### config.mk
export PLATFORM = sky130hd
export DESIGN_NAME = pnm_stream_decoder
export DESIGN_NICKNAME = d
export VERILOG_FILES = /design/src/rtl/pnmsd_pkg.sv /design/src/rtl/pnm_stream_decoder.sv /design/src/rtl/pnmsd_front.sv /design/src/rtl/pnmsd_queue.sv /design/src/rtl/pnmsd_back.sv
export SDC_FILE = /design/constraint.sdc
export NUM_CORES = 1
export LEC_CHECK = 0
export ABC_AREA = 1
export BUFFER_PORTS_ARGS = -buffer_cell sky130_fd_sc_hd__buf_2
export CAP_MARGIN = 5
export CORE_AREA = 5 5 234 292
export DETAILED_ROUTE_END_ITERATION = 8
export DIE_AREA = 0 0 239 297
export SETUP_SLACK_MARGIN = 0.2
export SLEW_MARGIN = 20
export SYNTH_ARGS = -nofsm -noshare
export SYNTH_HDL_FRONTEND = slang
export SYNTH_SLANG_ARGS = --single-unit
### constraint.sdc
create_clock -name i_clk -period 7.4 [get_ports i_clk]
set_clock_uncertainty 0.2 [all_clocks]
set_input_delay 0.37 -clock i_clk [delete_from_list [all_inputs] [get_ports i_clk]]
set_output_delay 0.37 -clock i_clk [all_outputs]
set_load 0.05 [all_outputs]
### src/rtl/pnmsd_pkg.sv
package pnmsd_pkg;

    // Largest accepted width or height, and the width needed to hold it.
    localparam int MAX_DIM = 4096;
    localparam int DIM_W   = $clog2(MAX_DIM + 1);

    // Number accumulator and the width of its multiply-add result.
    localparam int ACC_W     = 16;
    localparam int ACC_EXT_W = ACC_W + 4;

    // Output field widths.
    localparam int COORD_W   = 12;
    localparam int SIZE_W    = 13;

    // Command queue between the parser and the pixel expander.
    localparam int QDEPTH = 4;
    localparam int QPTR_W = $clog2(QDEPTH);

    // Characters and values that the header parser looks for.
    localparam logic [7:0] CH_P     = 8'h50;
    localparam logic [7:0] CH_HASH  = 8'h23;
    localparam logic [7:0] CH_LF    = 8'h0A;
    localparam logic [7:0] CH_SPACE = 8'h20;
    localparam logic [7:0] CH_TAB   = 8'h09;
    localparam logic [7:0] CH_0     = 8'h30;
    localparam logic [7:0] CH_9     = 8'h39;
    localparam logic [7:0] CH_4     = 8'h34;
    localparam logic [7:0] CH_5     = 8'h35;
    localparam logic [7:0] CH_6     = 8'h36;
    localparam logic [ACC_W-1:0] MAXVAL_OK = 16'd255;
    localparam logic [7:0] LEVEL_WHITE = 8'hFF;
    localparam logic [7:0] LEVEL_BLACK = 8'h00;
    localparam logic [3:0] BITS_PER_BYTE = 4'd8;

    typedef enum logic [3:0] {
        PH_MAGIC_P = 4'd0,
        PH_MAGIC_D = 4'd1,
        PH_W_SKIP  = 4'd2,
        PH_W_DIG   = 4'd3,
        PH_H_SKIP  = 4'd4,
        PH_H_DIG   = 4'd5,
        PH_M_SKIP  = 4'd6,
        PH_M_DIG   = 4'd7,
        PH_RASTER  = 4'd8,
        PH_DONE    = 4'd9
    } t_phase;

    typedef enum logic [1:0] {
        FMT_NONE = 2'd0,
        FMT_P4   = 2'd1,
        FMT_P5   = 2'd2,
        FMT_P6   = 2'd3
    } t_fmt;

    typedef enum logic [1:0] {
        KIND_PIXEL  = 2'd0,
        KIND_HEADER = 2'd1,
        KIND_ERROR  = 2'd2
    } t_kind;

    typedef enum logic [2:0] {
        ERR_NONE      = 3'd0,
        ERR_MAGIC     = 3'd1,
        ERR_NUMBER    = 3'd2,
        ERR_MAXVAL    = 3'd3,
        ERR_TOO_LARGE = 3'd4
    } t_err;

    // One queued command: a header, an error, or a run of one to eight pixels.
    typedef struct packed {
        t_kind            kind;
        t_err             err;
        logic             p4;
        logic [3:0]       count;
        logic             done;
        logic [DIM_W-1:0] x;
        logic [DIM_W-1:0] y;
        logic [7:0]       bits;
        logic [7:0]       red;
        logic [7:0]       green;
        logic [7:0]       blue;
        logic [DIM_W-1:0] width;
        logic [DIM_W-1:0] height;
    } t_cmd;

endpackage

### src/rtl/pnm_stream_decoder.sv
// A byte's results pass through the command queue and then the output register.
// Results go out at one per cycle while the output is not stalled; a P4 byte
// yields up to eight pixels, one after another from the pixel expander, and
// other bytes at most one result. A four-entry command queue lets the parser keep taking
// bytes meanwhile. Reset is synchronous and active low; it empties the queue and output stage.
module pnm_stream_decoder (
    input  logic        i_clk,
    input  logic        i_rst_n,
    input  logic        i_valid,
    output logic        o_stall,
    input  logic [7:0]  i_data_byte,
    input  logic        i_start_of_file,
    output logic        o_valid,
    input  logic        i_stall,
    output logic [1:0]  o_result_kind,
    output logic [11:0] o_pixel_x,
    output logic [11:0] o_pixel_y,
    output logic [7:0]  o_red,
    output logic [7:0]  o_green,
    output logic [7:0]  o_blue,
    output logic [12:0] o_image_width,
    output logic [12:0] o_image_height,
    output logic [2:0]  o_error_code,
    output logic        o_image_done,
    output logic        o_run_last
);
    import pnmsd_pkg::*;

    logic q_full;
    logic q_push;
    logic q_pop;
    logic q_valid;
    t_cmd push_cmd;
    t_cmd head_cmd;

    assign o_stall = q_full;

    // Header parser and raster position tracking.
    pnmsd_front u_front (
        .i_clk           (i_clk),
        .i_rst_n         (i_rst_n),
        .i_valid         (i_valid),
        .i_data_byte     (i_data_byte),
        .i_start_of_file (i_start_of_file),
        .i_q_full        (q_full),
        .o_push          (q_push),
        .o_cmd           (push_cmd)
    );

    // Command queue.
    pnmsd_queue u_queue (
        .i_clk   (i_clk),
        .i_rst_n (i_rst_n),
        .i_push  (q_push),
        .i_cmd   (push_cmd),
        .i_pop   (q_pop),
        .o_full  (q_full),
        .o_valid (q_valid),
        .o_cmd   (head_cmd)
    );

    // Pixel expander and output register.
    pnmsd_back u_back (
        .i_clk          (i_clk),
        .i_rst_n        (i_rst_n),
        .i_q_valid      (q_valid),
        .i_q_cmd        (head_cmd),
        .o_q_pop        (q_pop),
        .i_stall        (i_stall),
        .o_valid        (o_valid),
        .o_result_kind  (o_result_kind),
        .o_pixel_x      (o_pixel_x),
        .o_pixel_y      (o_pixel_y),
        .o_red          (o_red),
        .o_green        (o_green),
        .o_blue         (o_blue),
        .o_image_width  (o_image_width),
        .o_image_height (o_image_height),
        .o_error_code   (o_error_code),
        .o_image_done   (o_image_done),
        .o_run_last     (o_run_last)
    );

endmodule

### src/rtl/pnmsd_front.sv
module pnmsd_front (
    input  logic          i_clk,
    input  logic          i_rst_n,
    input  logic          i_valid,
    input  logic [7:0]    i_data_byte,
    input  logic          i_start_of_file,
    input  logic          i_q_full,
    output logic          o_push,
    output pnmsd_pkg::t_cmd o_cmd
);
    import pnmsd_pkg::*;

    t_phase r_phase, n_phase;
    t_fmt   r_fmt, n_fmt;
    logic   r_comment, n_comment;
    logic   r_halted, n_halted;
    logic [ACC_W-1:0] r_acc, n_acc;
    logic [DIM_W-1:0] r_width, n_width;
    logic [DIM_W-1:0] r_height, n_height;
    logic [DIM_W-1:0] r_col, n_col;
    logic [DIM_W-1:0] r_row, n_row;
    logic [1:0] r_chan, n_chan;
    logic [7:0] r_red, n_red;
    logic [7:0] r_green, n_green;

    logic       accept;
    t_phase     cur_phase;
    logic       cur_comment;
    logic       cur_halted;
    logic       live;
    logic       in_header;
    logic       is_digit;
    logic       is_space;
    logic [ACC_EXT_W-1:0] acc_next;
    logic       acc_ovf;
    logic       acc_big;
    logic [DIM_W-1:0] rem;
    logic [3:0] cnt;
    logic [DIM_W-1:0] col_sum;
    logic [DIM_W-1:0] row_inc;
    logic       row_end;
    logic       img_end;
    logic       ev_hdr;
    logic       ev_pix;
    t_err       ev_err;

    // A start-of-file byte sees the parser in its reset state.
    assign accept      = i_valid && !i_q_full;
    assign cur_phase   = i_start_of_file ? PH_MAGIC_P : r_phase;
    assign cur_comment = i_start_of_file ? 1'b0 : r_comment;
    assign cur_halted  = i_start_of_file ? 1'b0 : r_halted;
    assign live        = !cur_halted && (cur_phase != PH_DONE);
    assign in_header   = (cur_phase != PH_RASTER) && (cur_phase != PH_DONE);

    // Character classes and the decimal accumulator step.
    assign is_digit = (i_data_byte >= CH_0) && (i_data_byte <= CH_9);
    assign is_space = (i_data_byte == CH_SPACE) || (i_data_byte == CH_LF)
                   || (i_data_byte == CH_TAB);
    assign acc_next = ACC_EXT_W'(r_acc) * ACC_EXT_W'(10)
                    + ACC_EXT_W'(i_data_byte[3:0]);
    assign acc_ovf  = (acc_next[ACC_EXT_W-1:ACC_W] != '0);
    assign acc_big  = (ACC_EXT_W'(r_acc) > ACC_EXT_W'(MAX_DIM));

    // Raster position step: a P4 byte covers up to eight pixels of one row.
    assign rem     = r_width - r_col;
    assign cnt     = (r_fmt != FMT_P4) ? 4'd1
                   : (rem > DIM_W'(BITS_PER_BYTE)) ? BITS_PER_BYTE : rem[3:0];
    assign col_sum = r_col + DIM_W'(cnt);
    assign row_inc = r_row + DIM_W'(1);
    assign row_end = (col_sum >= r_width);
    assign img_end = row_end && (row_inc >= r_height);

    // Next state and the events that the current byte raises.
    always_comb begin
        n_phase   = r_phase;
        n_fmt     = r_fmt;
        n_comment = r_comment;
        n_halted  = r_halted;
        n_acc     = r_acc;
        n_width   = r_width;
        n_height  = r_height;
        n_col     = r_col;
        n_row     = r_row;
        n_chan    = r_chan;
        n_red     = r_red;
        n_green   = r_green;
        ev_hdr    = 1'b0;
        ev_pix    = 1'b0;
        ev_err    = ERR_NONE;
        if (accept) begin
            if (i_start_of_file) begin
                n_phase   = PH_MAGIC_P;
                n_fmt     = FMT_NONE;
                n_comment = 1'b0;
                n_halted  = 1'b0;
                n_acc     = '0;
            end
            if (live && in_header) begin
                if (cur_comment) begin
                    if (i_data_byte == CH_LF) begin
                        n_comment = 1'b0;
                    end
                end else if (i_data_byte == CH_HASH) begin
                    n_comment = 1'b1;
                end
                if (!(cur_comment && i_data_byte != CH_LF)
                    && !(!cur_comment && i_data_byte == CH_HASH)) begin
                    case (cur_phase)
                        PH_MAGIC_P: begin
                            if (i_data_byte == CH_P) begin
                                n_phase = PH_MAGIC_D;
                            end else begin
                                ev_err = ERR_MAGIC;
                            end
                        end
                        PH_MAGIC_D: begin
                            if (i_data_byte == CH_4) begin
                                n_fmt   = FMT_P4;
                                n_phase = PH_W_SKIP;
                            end else if (i_data_byte == CH_5) begin
                                n_fmt   = FMT_P5;
                                n_phase = PH_W_SKIP;
                            end else if (i_data_byte == CH_6) begin
                                n_fmt   = FMT_P6;
                                n_phase = PH_W_SKIP;
                            end else begin
                                ev_err = ERR_MAGIC;
                            end
                        end
                        PH_W_SKIP, PH_H_SKIP, PH_M_SKIP: begin
                            if (!is_space) begin
                                if (!is_digit) begin
                                    ev_err = ERR_NUMBER;
                                end else begin
                                    n_acc = ACC_W'(i_data_byte[3:0]);
                                    case (cur_phase)
                                        PH_W_SKIP: n_phase = PH_W_DIG;
                                        PH_H_SKIP: n_phase = PH_H_DIG;
                                        default:   n_phase = PH_M_DIG;
                                    endcase
                                end
                            end
                        end
                        PH_W_DIG, PH_H_DIG, PH_M_DIG: begin
                            if (is_digit) begin
                                if (acc_ovf) begin
                                    ev_err = ERR_NUMBER;
                                end else begin
                                    n_acc = acc_next[ACC_W-1:0];
                                end
                            end else if (cur_phase == PH_W_DIG) begin
                                if (acc_big) begin
                                    ev_err = ERR_TOO_LARGE;
                                end else begin
                                    n_width = DIM_W'(r_acc);
                                    n_phase = PH_H_SKIP;
                                end
                            end else if (cur_phase == PH_H_DIG) begin
                                if (acc_big) begin
                                    ev_err = ERR_TOO_LARGE;
                                end else begin
                                    n_height = DIM_W'(r_acc);
                                    if (r_fmt == FMT_P4) begin
                                        ev_hdr = 1'b1;
                                    end else begin
                                        n_phase = PH_M_SKIP;
                                    end
                                end
                            end else if (r_acc != MAXVAL_OK) begin
                                ev_err = ERR_MAXVAL;
                            end else begin
                                ev_hdr = 1'b1;
                            end
                        end
                        default: begin
                        end
                    endcase
                end
            end else if (live) begin
                // Raster bytes: P6 gathers red and green before a pixel goes out.
                if (r_fmt == FMT_P6 && r_chan == 2'd0) begin
                    n_red  = i_data_byte;
                    n_chan = 2'd1;
                end else if (r_fmt == FMT_P6 && r_chan == 2'd1) begin
                    n_green = i_data_byte;
                    n_chan  = 2'd2;
                end else begin
                    ev_pix = 1'b1;
                    n_chan = 2'd0;
                    if (row_end) begin
                        n_col = '0;
                        n_row = row_inc;
                        if (img_end) begin
                            n_phase = PH_DONE;
                        end
                    end else begin
                        n_col = col_sum;
                    end
                end
            end
            if (ev_hdr) begin
                n_col   = '0;
                n_row   = '0;
                n_chan  = 2'd0;
                n_phase = (n_width == '0 || n_height == '0) ? PH_DONE : PH_RASTER;
            end
            if (ev_err != ERR_NONE) begin
                n_halted = 1'b1;
            end
        end
    end

    // Command for the queue.
    always_comb begin
        o_push       = ev_hdr || ev_pix || (ev_err != ERR_NONE);
        o_cmd        = '0;
        o_cmd.count  = 4'd1;
        o_cmd.err    = ev_err;
        o_cmd.width  = n_width;
        o_cmd.height = n_height;
        if (ev_err != ERR_NONE) begin
            o_cmd.kind = KIND_ERROR;
        end else if (ev_hdr) begin
            o_cmd.kind = KIND_HEADER;
        end else begin
            o_cmd.kind  = KIND_PIXEL;
            o_cmd.p4    = (r_fmt == FMT_P4);
            o_cmd.count = cnt;
            o_cmd.done  = img_end;
            o_cmd.x     = r_col;
            o_cmd.y     = r_row;
            o_cmd.bits  = i_data_byte;
            o_cmd.red   = (r_fmt == FMT_P6) ? r_red : i_data_byte;
            o_cmd.green = (r_fmt == FMT_P6) ? r_green : i_data_byte;
            o_cmd.blue  = i_data_byte;
        end
    end

    // Parser state.
    always_ff @(posedge i_clk) begin
        if (!i_rst_n) begin
            r_phase   <= PH_MAGIC_P;
            r_fmt     <= FMT_NONE;
            r_comment <= 1'b0;
            r_halted  <= 1'b0;
            r_acc     <= '0;
            r_width   <= '0;
            r_height  <= '0;
            r_col     <= '0;
            r_row     <= '0;
            r_chan    <= 2'd0;
        end else begin
            r_phase   <= n_phase;
            r_fmt     <= n_fmt;
            r_comment <= n_comment;
            r_halted  <= n_halted;
            r_acc     <= n_acc;
            r_width   <= n_width;
            r_height  <= n_height;
            r_col     <= n_col;
            r_row     <= n_row;
            r_chan    <= n_chan;
        end
    end

    // Held color channels need no reset.
    always_ff @(posedge i_clk) begin
        r_red   <= n_red;
        r_green <= n_green;
    end

endmodule

### src/rtl/pnmsd_queue.sv
module pnmsd_queue (
    input  logic            i_clk,
    input  logic            i_rst_n,
    input  logic            i_push,
    input  pnmsd_pkg::t_cmd i_cmd,
    input  logic            i_pop,
    output logic            o_full,
    output logic            o_valid,
    output pnmsd_pkg::t_cmd o_cmd
);
    import pnmsd_pkg::*;

    t_cmd r_mem [QDEPTH];
    logic [QPTR_W-1:0] r_wr, n_wr;
    logic [QPTR_W-1:0] r_rd, n_rd;
    logic [QPTR_W:0]   r_count, n_count;

    assign o_full  = (r_count == (QPTR_W + 1)'(QDEPTH));
    assign o_valid = (r_count != '0);
    assign o_cmd   = r_mem[r_rd];

    // Pointer and fill updates.
    always_comb begin
        n_wr    = i_push ? r_wr + QPTR_W'(1) : r_wr;
        n_rd    = i_pop ? r_rd + QPTR_W'(1) : r_rd;
        n_count = r_count + (QPTR_W + 1)'(i_push) - (QPTR_W + 1)'(i_pop);
    end

    always_ff @(posedge i_clk) begin
        if (!i_rst_n) begin
            r_wr    <= '0;
            r_rd    <= '0;
            r_count <= '0;
        end else begin
            r_wr    <= n_wr;
            r_rd    <= n_rd;
            r_count <= n_count;
        end
    end

    // Storage.
    always_ff @(posedge i_clk) begin
        if (i_push) begin
            r_mem[r_wr] <= i_cmd;
        end
    end

    a_no_overflow: assert property (@(posedge i_clk) disable iff (!i_rst_n)
        i_push |-> (!o_full || i_pop))
        else $error("command pushed into a full queue");

    a_no_underflow: assert property (@(posedge i_clk) disable iff (!i_rst_n)
        i_pop |-> o_valid)
        else $error("command popped from an empty queue");

endmodule

### src/rtl/pnmsd_back.sv
module pnmsd_back (
    input  logic            i_clk,
    input  logic            i_rst_n,
    input  logic            i_q_valid,
    input  pnmsd_pkg::t_cmd i_q_cmd,
    output logic            o_q_pop,
    input  logic            i_stall,
    output logic            o_valid,
    output logic [1:0]      o_result_kind,
    output logic [11:0]     o_pixel_x,
    output logic [11:0]     o_pixel_y,
    output logic [7:0]      o_red,
    output logic [7:0]      o_green,
    output logic [7:0]      o_blue,
    output logic [12:0]     o_image_width,
    output logic [12:0]     o_image_height,
    output logic [2:0]      o_error_code,
    output logic            o_image_done,
    output logic            o_run_last
);
    import pnmsd_pkg::*;

    logic        r_ovalid;
    logic [2:0]  r_idx, n_idx;
    logic [1:0]  r_kind, n_kind;
    logic [COORD_W-1:0] r_x, n_x;
    logic [COORD_W-1:0] r_y, n_y;
    logic [7:0]  r_red, n_red;
    logic [7:0]  r_green, n_green;
    logic [7:0]  r_blue, n_blue;
    logic [SIZE_W-1:0] r_w, n_w;
    logic [SIZE_W-1:0] r_h, n_h;
    logic [2:0]  r_err, n_err;
    logic        r_done, n_done;
    logic        r_last, n_last;

    logic        load;
    logic        last;
    logic        bit_set;
    logic [7:0]  level;

    // The output register takes a new result when it is empty or being taken.
    assign load    = i_q_valid && (!r_ovalid || !i_stall);
    assign last    = ({1'b0, r_idx} == i_q_cmd.count - 4'd1);
    assign o_q_pop = load && last;
    assign bit_set = i_q_cmd.bits[3'd7 - r_idx];
    assign level   = bit_set ? LEVEL_BLACK : LEVEL_WHITE;

    // Result fields for the head command at the current pixel index.
    always_comb begin
        n_idx   = load ? (last ? 3'd0 : r_idx + 3'd1) : r_idx;
        n_kind  = i_q_cmd.kind;
        n_x     = '0;
        n_y     = '0;
        n_red   = '0;
        n_green = '0;
        n_blue  = '0;
        n_w     = '0;
        n_h     = '0;
        n_err   = '0;
        n_done  = 1'b0;
        n_last  = last;
        case (i_q_cmd.kind)
            KIND_PIXEL: begin
                n_x    = COORD_W'(i_q_cmd.x + DIM_W'(r_idx));
                n_y    = COORD_W'(i_q_cmd.y);
                n_done = i_q_cmd.done && last;
                if (i_q_cmd.p4) begin
                    n_red   = level;
                    n_green = level;
                    n_blue  = level;
                end else begin
                    n_red   = i_q_cmd.red;
                    n_green = i_q_cmd.green;
                    n_blue  = i_q_cmd.blue;
                end
            end
            KIND_HEADER: begin
                n_w = SIZE_W'(i_q_cmd.width);
                n_h = SIZE_W'(i_q_cmd.height);
            end
            KIND_ERROR: begin
                n_err = i_q_cmd.err;
            end
            default: begin
            end
        endcase
    end

    // Control state.
    always_ff @(posedge i_clk) begin
        if (!i_rst_n) begin
            r_ovalid <= 1'b0;
            r_idx    <= 3'd0;
        end else begin
            r_idx <= n_idx;
            if (load) begin
                r_ovalid <= 1'b1;
            end else if (!i_stall) begin
                r_ovalid <= 1'b0;
            end
        end
    end

    // Result payload.
    always_ff @(posedge i_clk) begin
        if (load) begin
            r_kind  <= n_kind;
            r_x     <= n_x;
            r_y     <= n_y;
            r_red   <= n_red;
            r_green <= n_green;
            r_blue  <= n_blue;
            r_w     <= n_w;
            r_h     <= n_h;
            r_err   <= n_err;
            r_done  <= n_done;
            r_last  <= n_last;
        end
    end

    assign o_valid        = r_ovalid;
    assign o_result_kind  = r_kind;
    assign o_pixel_x      = r_x;
    assign o_pixel_y      = r_y;
    assign o_red          = r_red;
    assign o_green        = r_green;
    assign o_blue         = r_blue;
    assign o_image_width  = r_w;
    assign o_image_height = r_h;
    assign o_error_code   = r_err;
    assign o_image_done   = r_done;
    assign o_run_last     = r_last;

    a_idx_in_run: assert property (@(posedge i_clk) disable iff (!i_rst_n)
        i_q_valid |-> ({1'b0, r_idx} < i_q_cmd.count))
        else $error("pixel index ran past the command's pixel count");

    a_done_is_last: assert property (@(posedge i_clk) disable iff (!i_rst_n)
        (r_ovalid && r_done) |-> r_last)
        else $error("final image pixel not marked as last of its byte");

endmodule
==> impl_metrics.tcl <==
set metrics [dict create \
    root_buffer "clkbuf_16" \
    startpoint_type "register" \
    clk_pin_slew_ns 0.06 \
    netlist_instances 2716 \
    htree_levels 2 \
    final_cell_mix "nand2_1, edfxtp_1, nor2_1" \
    slew_headroom_pct 26.9 \
    powerDensity_nw_per_um2 342 \
    syn-num-nets 2820 \
    end_kind "register" \
    critPathRequiredTime_ns 7.63 \
    core-area_um2 65300 \
    crit_slowest_cell "dfxtp_1" \
    cts_tree "done" \
    critPathMaxStageDelay_ns 0.43 \
    place_hpwl_mm 46.7 \
    ys_async_sr_fraction_pct 0 \
    ant_nets 0 \
    vias_per_cell 5.34 \
    grt_max_degree 103 \
    die_y_um 297 \
    cp_num_buf_inv 4 \
    cts_buffers 49 \
    path_class "register to register" \
    setup_violations 0 \
    regArea_um2 14900 \
    track_usage_pct 18.8 \
    clockBufferDepth 3 \
    wl_per_cell_um 18.6 \
    hold_path_class "input port to register" \
    antenna_found_initial 1 \
    grt_pass1_wl_mm 108 \
    initial_core_util_pct 39.5 \
    vdd_drop_max_mv 0.179 \
    postSynthAreaPerCell_um2 9.49 \
    rr_worst_depth 36 \
    ys_warn_count 0 \
    num_vias 19800 \
    drt_drc_violations_left 0 \
    period_needed_ns 6.46 \
    path_delay_family "simple AND/OR/NAND/NOR gates" \
    leakage_nw 11.6 \
    final_nets 2912 \
    tightest_slew_ns 1.10 \
    finalMaxSlewViolations 0 \
    flow.area_growth_from_synthesis_pct 13.4 \
    hold_violations 0 \
    grt_pass1_vias 19400 \
    routed_wirelength_mm 68.8 \
    status "finished, final reports clean" \
    rsz0062_at_grt "no" \
    worstSkewPairLatency_ns 0.58 \
    mostFrequentLayoutCell "nand2_1" \
    cts_sinks 528 \
    cp_common_cell "nand2_1" \
    die_w_um 239 \
    clock.fmax_mhz 155 \
    gr-total-overflow 0 \
    post-route-period-util_pct 87.3 \
    firstDrtPassIters 6 \
    worst-path-stages 36 \
    synth-seq-cells 528 \
    stdcell_count 3704 \
    fp-row-count 105 \
    min_path_cells 3 \
    place_inst 3602 \
    ios 96 \
    final_util_pct 44.8 \
    seq_area_frac_synth_pct 58.0 \
    cap_violations 0 \
    drt_iter0_drc 1577 \
    synth-edff-count 437 \
    port_buffers 95 \
    dieArea_um2 71000 \
    ys.flop_type "edfxtp_1" \
    path_max_fanout 14 \
    netlist_area_um2 25800 \
    num_antenna_cells 0 \
    cp.arrival_ns 6.69 \
    fillerInstances 6081 \
    synth.distinct_cells 54 \
    globalplace.congestion 0.910 \
    drive_gt1_share_pct 10.1 \
    multiInputGateArea_um2 9440 \
]
## kinds of logic (layout without fill, tap and decap cells)
kind of cell	after synthesis	in the layout	share of synthesized area [%]
xor+xnor	39	39	1.33
compound gates	571	571	12.6
fa+ha+maj	91	91	4.59
buf+inv	377	509	5.70
flops	528	528	58.0
simple gates	1110	1110	17.8
## flip-flops by register name (all words and copies together) (netlist names), 12 cells and up, named ones only
| register | count |
|---|---|
| u_queue.r_mem | 340 |
| u_front.r_acc | 16 |
| u_back.o_image_height | 13 |
| u_back.o_image_width | 13 |
| u_front.r_col | 13 |
| u_front.r_height | 13 |
| u_front.r_row | 13 |
| u_front.r_width | 13 |
| u_back.o_pixel_x | 12 |
| u_back.o_pixel_y | 12 |
## tightest hold or removal path: cells and delay by family
family        cells  cell delay [ns]
simple gates      1             0.14
buf+inv           2             0.35
## stage by stage
stage	hold WS [ns]	area, um^2	power [mW]	worst slack (ns)	setup TNS (ns)
global route	0.177	29200	10.5	0.242	0
CTS	0.126	29200	10.1	0.281	0
detailed placement	0.270	27400	7.38	0.290	0
finish	0.150	29200	10.0	0.938	0
global placement	0.264	27400	7.32	0.448	0
floorplan	0.254	25800	6.49	-0.0000728	-0.0248
## metal layers
layer / wire (um) / up-vias / track usage [%]
met5: 13 / - / 0
met4: 2070 / 2 / 5.93
met3: 3180 / 108 / 1.90
met2: 34400 / 554 / 33.0
met1: 29200 / 9560 / 24.4
li1: - / 9544 / -
## cell usage after synthesis, types with 14 or more instances
library cell / count / share of area [%]
inv_2: 16 / 0.23
nand3_1: 114 / 2.2
a21oi_1: 238 / 4.6
a221o_1: 16 / 0.62
o211ai_1: 14 / 0.41
nor2_1: 376 / 5.5
ha_1: 85 / 4.1
dfxtp_1: 91 / 7.1
nor3_1: 25 / 0.49
nand2_2: 15 / 0.36
nand4_1: 26 / 0.63
o22ai_1: 20 / 0.49
o21ai_0: 210 / 4.1
xor2_1: 33 / 1.1
nand2_1: 515 / 7.5
inv_1: 240 / 3.5
edfxtp_1: 437 / 51
clkbuf_1: 86 / 1.3
## report_power, final
part | internal, mW | total [mW] | switching, mW
registers | 3.92 | 4.13 | 0.206
logic | 0.764 | 3.16 | 2.40
clock network | 1.62 | 2.72 | 1.10
total | 6.30 | 10.0 | 3.71
## path summary, 6_finish.rpt
check	startpoint	to	slack (ns)
worst max register to register	u_front.r_col[1]	u_front.r_col[1]	0.94
worst min-delay path	i_rst_n	u_queue.r_count[0]	0.15
worst max-delay path	u_front.r_col[1]	u_front.r_col[1]	0.94
worst min register to register	u_front.r_halted	u_front.r_halted	0.29
## final cells by class
type | instances | area share (%)
Clock inverter | 24 | 1.35
Multi-Input combinational cell | 1811 | 32.3
Inverter | 263 | 3.40
Tap cell | 856 | 3.67
Clock buffer | 67 | 4.57
Sequential cell | 528 | 51.2
Timing Repair Buffer | 155 | 3.55
## timing repair
item,CTS,global route
resized for setup,0,8
hold buffers,9,0
setup buffers,0,2
endpoints found under the hold margin,17,0
setup endpoints to repair,0,26
(Power assumes the default switching activity.)
